**config.mk**
```make
export PLATFORM = sky130hd
export DESIGN_NAME = bfha_cell
export DESIGN_NICKNAME = d
export VERILOG_FILES = /design/src/rtl/core/bfha_pkg.sv /design/src/rtl/core/bfha_cell.sv
export SDC_FILE = /design/constraint.sdc
export NUM_CORES = 1
export LEC_CHECK = 0
export BUFFER_PORTS_ARGS = -buffer_cell sky130_fd_sc_hd__buf_2
export CORE_AREA = 2 2 198 200
export CTS_CLUSTER_SIZE = 30
export DETAILED_ROUTE_END_ITERATION = 10
export DIE_AREA = 0 0 200 202
export PLACE_DENSITY = 0.47
export SKIP_CTS_REPAIR_TIMING = 1
export SYNTH_ARGS = -nofsm -noshare
export SYNTH_HDL_FRONTEND = slang
export SYNTH_SLANG_ARGS = --single-unit
```
**constraint.sdc**
```tcl
create_clock -name i_clk -period 2.9 [get_ports i_clk]
set_clock_uncertainty 0.15 [all_clocks]
set_input_delay 0.29 -clock i_clk [delete_from_list [all_inputs] [get_ports i_clk]]
set_output_delay 0.29 -clock i_clk [all_outputs]
set_load 0.02 [all_outputs]
```
**src/rtl/core/bfha_pkg.sv**
```systemverilog
// Shared types and constants of the best-fit heap allocator.
package bfha_pkg;

    localparam int MAX_BLOCKS_DEF = 1024;
    localparam int BLOCK_HDR_DEF  = 16;
    localparam int POOL_HDR_DEF   = 4;

    localparam int SIZE_ALIGN = 4;
    localparam int SPLIT_MIN  = 16;
    localparam int POOL_MIN   = 64;
    localparam int POOL_MAX   = 65536;

    localparam logic [16:0] ADDR_MAX = 17'h0FFFF;

    localparam logic [1:0] FUNC_ALLOC  = 2'd0;
    localparam logic [1:0] FUNC_FREE   = 2'd1;
    localparam logic [1:0] FUNC_RESIZE = 2'd2;

    localparam logic [1:0] ST_OK     = 2'd0;
    localparam logic [1:0] ST_NOFIT  = 2'd1;
    localparam logic [1:0] ST_BADOFF = 2'd2;

    typedef struct packed {
        logic        valid;
        logic        used;
        logic [15:0] start;
        logic [16:0] pay;
    } t_entry;

    typedef enum logic [2:0] {
        CMD_NONE  = 3'd0,
        CMD_INIT  = 3'd1,
        CMD_WR    = 3'd2,
        CMD_SPLIT = 3'd3,
        CMD_MERGE = 3'd4
    } t_cmd_op;

    // Table edit broadcast to every cell; a goes to the addressed cell, b to its successor
    typedef struct packed {
        t_cmd_op op;
        t_entry  a;
        t_entry  b;
    } t_cmd;

    typedef struct packed {
        logic [16:0] size;
        logic [15:0] offset;
    } t_query;

    // Scan packet passed cell to cell: best fit so far and the offset hit
    typedef struct packed {
        logic        b_found;
        logic [16:0] b_pay;
        logic [15:0] b_start;
        logic        h_found;
        logic        h_used;
        logic [15:0] h_start;
        logic [16:0] h_pay;
        logic        p_ok;
        logic [15:0] p_start;
        logic [16:0] p_pay;
        logic        n_ok;
        logic [16:0] n_pay;
    } t_scan;

endpackage

```
**src/rtl/core/bfha_cell.sv**
```systemverilog
// One table cell: holds one block entry, applies edits and forwards the scan packet.
module bfha_cell #(
    parameter int MAX_BLOCKS = bfha_pkg::MAX_BLOCKS_DEF,
    parameter int BLOCK_HDR  = bfha_pkg::BLOCK_HDR_DEF,
    parameter int POOL_HDR   = bfha_pkg::POOL_HDR_DEF,
    parameter int IDX        = 0,
    parameter int IDX_W      = $clog2(MAX_BLOCKS)
) (
    input  logic               i_clk,
    input  logic               i_rst_n,
    input  bfha_pkg::t_cmd     i_cmd,
    input  logic [IDX_W-1:0]   i_cmd_idx,
    input  bfha_pkg::t_entry   i_left,
    input  bfha_pkg::t_entry   i_right,
    input  bfha_pkg::t_query   i_query,
    input  bfha_pkg::t_scan    i_scan,
    input  logic [IDX_W-1:0]   i_b_idx,
    input  logic [IDX_W-1:0]   i_h_idx,
    output bfha_pkg::t_entry   o_entry,
    output bfha_pkg::t_scan    o_scan,
    output logic [IDX_W-1:0]   o_b_idx,
    output logic [IDX_W-1:0]   o_h_idx
);
    import bfha_pkg::*;

    localparam logic [16:0]    HDR = 17'(BLOCK_HDR);
    localparam logic [IDX_W:0] ME  = (IDX_W+1)'(IDX);
    localparam t_entry RST_ENTRY = '{valid: 1'b1, used: 1'b0, start: 16'(POOL_HDR),
                                     pay: 17'(POOL_MAX - POOL_HDR - BLOCK_HDR)};

    t_entry           r_entry, n_entry;
    t_scan            r_scan, n_scan;
    logic [IDX_W-1:0] r_b_idx, n_b_idx, r_h_idx, n_h_idx;
    logic [IDX_W:0]   k, k1;
    logic [16:0]      hdr_end;
    logic             fit;

    assign k       = {1'b0, i_cmd_idx};
    assign k1      = k + 1'b1;
    assign hdr_end = {1'b0, r_entry.start} + HDR;
    assign fit     = r_entry.valid && !r_entry.used && (r_entry.pay >= i_query.size)
                     && (hdr_end <= ADDR_MAX);

    always_comb begin
        n_entry = r_entry;
        unique case (i_cmd.op)
            CMD_NONE:  ;
            CMD_INIT:  n_entry = (IDX == 0) ? i_cmd.a : '0;
            CMD_WR:    if (ME == k) n_entry = i_cmd.a;
            CMD_SPLIT: begin
                if (ME == k)       n_entry = i_cmd.a;
                else if (ME == k1) n_entry = i_cmd.b;
                else if (ME > k1)  n_entry = i_left;
            end
            CMD_MERGE: begin
                if (ME == k)      n_entry = i_cmd.a;
                else if (ME > k)  n_entry = i_right;
            end
            default: ;
        endcase
    end

    always_comb begin
        n_scan  = i_scan;
        n_b_idx = i_b_idx;
        n_h_idx = i_h_idx;
        // strict compare keeps the lowest address on ties
        if (fit && (!i_scan.b_found || r_entry.pay < i_scan.b_pay)) begin
            n_scan.b_found = 1'b1;
            n_scan.b_pay   = r_entry.pay;
            n_scan.b_start = r_entry.start;
            n_b_idx        = IDX_W'(IDX);
        end
        if (!i_scan.h_found && r_entry.valid && hdr_end == {1'b0, i_query.offset}) begin
            n_scan.h_found = 1'b1;
            n_scan.h_used  = r_entry.used;
            n_scan.h_start = r_entry.start;
            n_scan.h_pay   = r_entry.pay;
            n_scan.p_ok    = i_left.valid && !i_left.used;
            n_scan.p_start = i_left.start;
            n_scan.p_pay   = i_left.pay;
            n_scan.n_ok    = i_right.valid && !i_right.used;
            n_scan.n_pay   = i_right.pay;
            n_h_idx        = IDX_W'(IDX);
        end
    end

    always_ff @(posedge i_clk) begin
        if (!i_rst_n) begin
            r_entry <= (IDX == 0) ? RST_ENTRY : '0;
            r_scan  <= '0;
        end else begin
            r_entry <= n_entry;
            r_scan  <= n_scan;
        end
        r_b_idx <= n_b_idx;
        r_h_idx <= n_h_idx;
    end

    assign o_entry = r_entry;
    assign o_scan  = r_scan;
    assign o_b_idx = r_b_idx;
    assign o_h_idx = r_h_idx;

endmodule

```
==> impl_metrics.env <==
export IMPL_relSlewSlack_pct=33.71
export IMPL_io_buffers=504
export IMPL_num_io_pins=505
export IMPL_fin_crit_ps=2798
export IMPL_p_seq_share_pct=40.7
export IMPL_critical_path_class="flip-flop to flip-flop"
export IMPL_cts_tree="yes"
export IMPL_drc=0
export IMPL_netlist_area_mm2=0.008711
export IMPL_hpwl_mm=31.38
export IMPL_drv_slew=0
export IMPL_swShare_pct=30.40
export IMPL_holdWs_ps=-18.19
export IMPL_crit_path_start_kind="flip-flop"
export IMPL_finalSetupTns_ps=0
export IMPL_die_h_um=202
export IMPL_seq_area_frac_synth_pct=40.45
export IMPL_power_leakage_nw=6.917
export IMPL_clkSinkCount=176
export IMPL_grtUsageTotal_pct=19.02
export IMPL_clock_path_buffers=2
export IMPL_syn2layout_area_growth_pct=71.66
export IMPL_hp_class="input port to flip-flop"
export IMPL_clk_latency_ps=460
export IMPL_final_period_utilization_pct=96.47
export IMPL_drt_iter0_markers=430
export IMPL_synth_flop_cell="dfxtp_1"
export IMPL_crit_path_end_kind="flip-flop"
export IMPL_crit_required_ps=3080
export IMPL_hold_viol=2
export IMPL_cap_violations=0
export IMPL_ir_worst_vdd_mv=0.4196
export IMPL_syn_inst=944
export IMPL_synth_seq_cells=176
export IMPL_syn_area_per_cell_um2=9.228
export IMPL_drive_gt1_share_pct=38.08
export IMPL_antenna_found_initial=5
export IMPL_grt_pass1_vias=9111
export IMPL_failed_checks="negative hold slack"
export IMPL_synth_fp_nets=1310
export IMPL_final_setup_viol_count=0
export IMPL_gr_total_overflow=0
export IMPL_p_clk_share_pct=34.9
export IMPL_ys_warnings_count=0
export IMPL_num_rows=72
export IMPL_synth_largest_area_cell="dfxtp_1"
export IMPL_synthArstFlopShare_pct=0
export IMPL_synthTopCellsByArea="dfxtp_1, mux2i_1, ha_1, nor2_1, nand2_1"
export IMPL_fp_coreArea_mm2=0.03829
export IMPL_ys_types=57
export IMPL_post_dp_cell_area_mm2=0.01227
export IMPL_grt_max_degree=48
export IMPL_drt_pass1_iterations=6
export IMPL_outcome="complete, but fails checks"
export IMPL_p_per_area_mw_per_mm2=437.4
export IMPL_start_util_pct=22.75
export IMPL_p_switching_mw=1.989
export IMPL_synth_edff_count=0
export IMPL_antenna_left=0
export IMPL_p_comb_share_pct=24.5
export IMPL_arrival_ps=2980
export IMPL_max_slew_worst_pin_slew_ps=992.1
export IMPL_htree_levels=4
export IMPL_totalWireLength_mm=41.85
export IMPL_intPower_mw=4.552
export IMPL_gp_congestion=0.8470
export IMPL_yosysTopAreaCellShare_pct=40.45
export IMPL_vias_per_cell=4.461
export IMPL_finalNetCount=2040
export IMPL_fp_dieW_um=200
export IMPL_max_freq_ghz=0.3575
export IMPL_cts_made_buffers=17
export IMPL_die_area_mm2=0.04040
export IMPL_cts_root_buffer="clkbuf_16"
export IMPL_path_clk_slew_ps=80
export IMPL_vias=9836
export IMPL_stdcell_area_mm2=0.01495
export IMPL_grt_pass1_wl_mm=56.30
export IMPL_avgRoutedWirePerCell_um=18.98
export IMPL_cp_max_fo=6
==> layer usage <==
metal  track usage (%)  share of wire (%)  up-vias
met5                 0              0.062        -
met4             6.243                2.3        4
met3             4.622                5.7       59
met2             31.56                 48      389
met1             24.06                 44     4600
li1                  -                  -     4784
==> flip-flops by register name, indices dropped and copies added (netlist names) <==
signal	count
o_scan	121
o_entry	35
o_b_idx	10
o_h_idx	10
==> synth_stat cells (9+ instances only) <==
cell      count
inv_1        40
a221oi_1     35
nand2_1      82
mux2i_1     153
o31a_1       15
o21ai_0      27
and2_1       12
buf_2        11
buf_4        10
clkbuf_1     46
nand4_1      10
nand3_1       9
nor2b_1      36
o211ai_1     17
dfxtp_1     176
a21oi_1      31
xnor2_1      17
ha_1         37
nor2_1       96
==> power by group through the flow <==
stage	Combinational [mW]	Sequential, mW	Clock [mW]
floorplan	0.477	2.92	0
global placement	1.37	2.71	0
detailed placement	1.38	2.71	0
CTS	1.38	2.66	2.37
global route	1.74	2.68	2.46
finish	1.60	2.66	2.28
==> cell usage in the layout, fill, tap and decap left out, drive strengths merged, types with 4 or more instances in the layout <==
cell,count
a211oi,4
a21boi,4
a21oi,31
a221oi,35
and2,12
buf,586
clkbuf,21
clkinv,6
dfxtp,176
dlygate4sd3,193
ha,37
inv,43
mux2i,153
nand2,82
nand2b,5
nand3,9
nand3b,4
nand4,11
nor2,96
nor2b,36
nor3,7
nor4,5
o211ai,17
o21ai,27
o31a,15
xnor2,17
xor2,5
==> final timing paths <==
check	cells past startpoint	start	slack [ps]	to
worst min-delay path	3	i_left[4]	-20	o_scan[22]$_SDFF_PN0_
worst min register to register	1	o_entry[3]$_SDFFE_PN1P_	420	o_entry[3]$_SDFFE_PN1P_
worst max register to register	12	o_entry[22]$_SDFFE_PN0P_	100	o_scan[14]$_SDFF_PN0_
worst max-delay path	12	o_entry[22]$_SDFFE_PN0P_	100	o_scan[14]$_SDFF_PN0_
==> layout make-up <==
type | instances | area [um2]
Fill cell | 3899 | 23330
Timing Repair Buffer | 782 | 5265
Multi-Input combinational cell | 657 | 4806
Sequential cell | 176 | 3527
Tap cell | 518 | 648.1
Clock buffer | 18 | 439.2
Inverter | 40 | 152.6
Clock inverter | 13 | 112.6
Antenna cell | 1 | 2.502
==> per-stage QoR <==
stage / cells / setup slack, ps / power [mW] / util, %
after floorplan: 944 / 75.41 / 3.397 / -
after global placement: 1974 / -116.2 / 4.079 / 32.04
after detailed placement: 1974 / -193.2 / 4.091 / 32.04
after CTS: 2005 / -52.85 / 6.408 / 33.48
after global routing: 2205 / -25.64 / 6.876 / 39.06
final: 2205 / 102.5 / 6.541 / 39.06
==> worst max-delay path, cell delays in order, from the launching register on <==
cell and delay (ps):
dfxtp_2 340, buf_4 160, ha_1 300, xor2_1 180, nand3_1 120, nor4_2 250
nand4_1 170, nor4_4 180, buf_6 170, buf_4 180, buf_4 130, mux2i_1 270
nor2_1 60
==> cells by family (layout without fill, tap and decap cells) <==
logic type / after synthesis / after routing / synth area share, %
buf+inv: 111 / 853 / 5.587
mux: 154 / 154 / 17.71
flops: 176 / 176 / 40.45
simple gates: 284 / 284 / 15.48
fa+ha+maj: 37 / 37 / 5.315
other cells: 0 / 1 / 0
compound gates: 159 / 159 / 12.97
xor+xnor: 23 / 23 / 2.485
(Power assumes the default switching activity.)
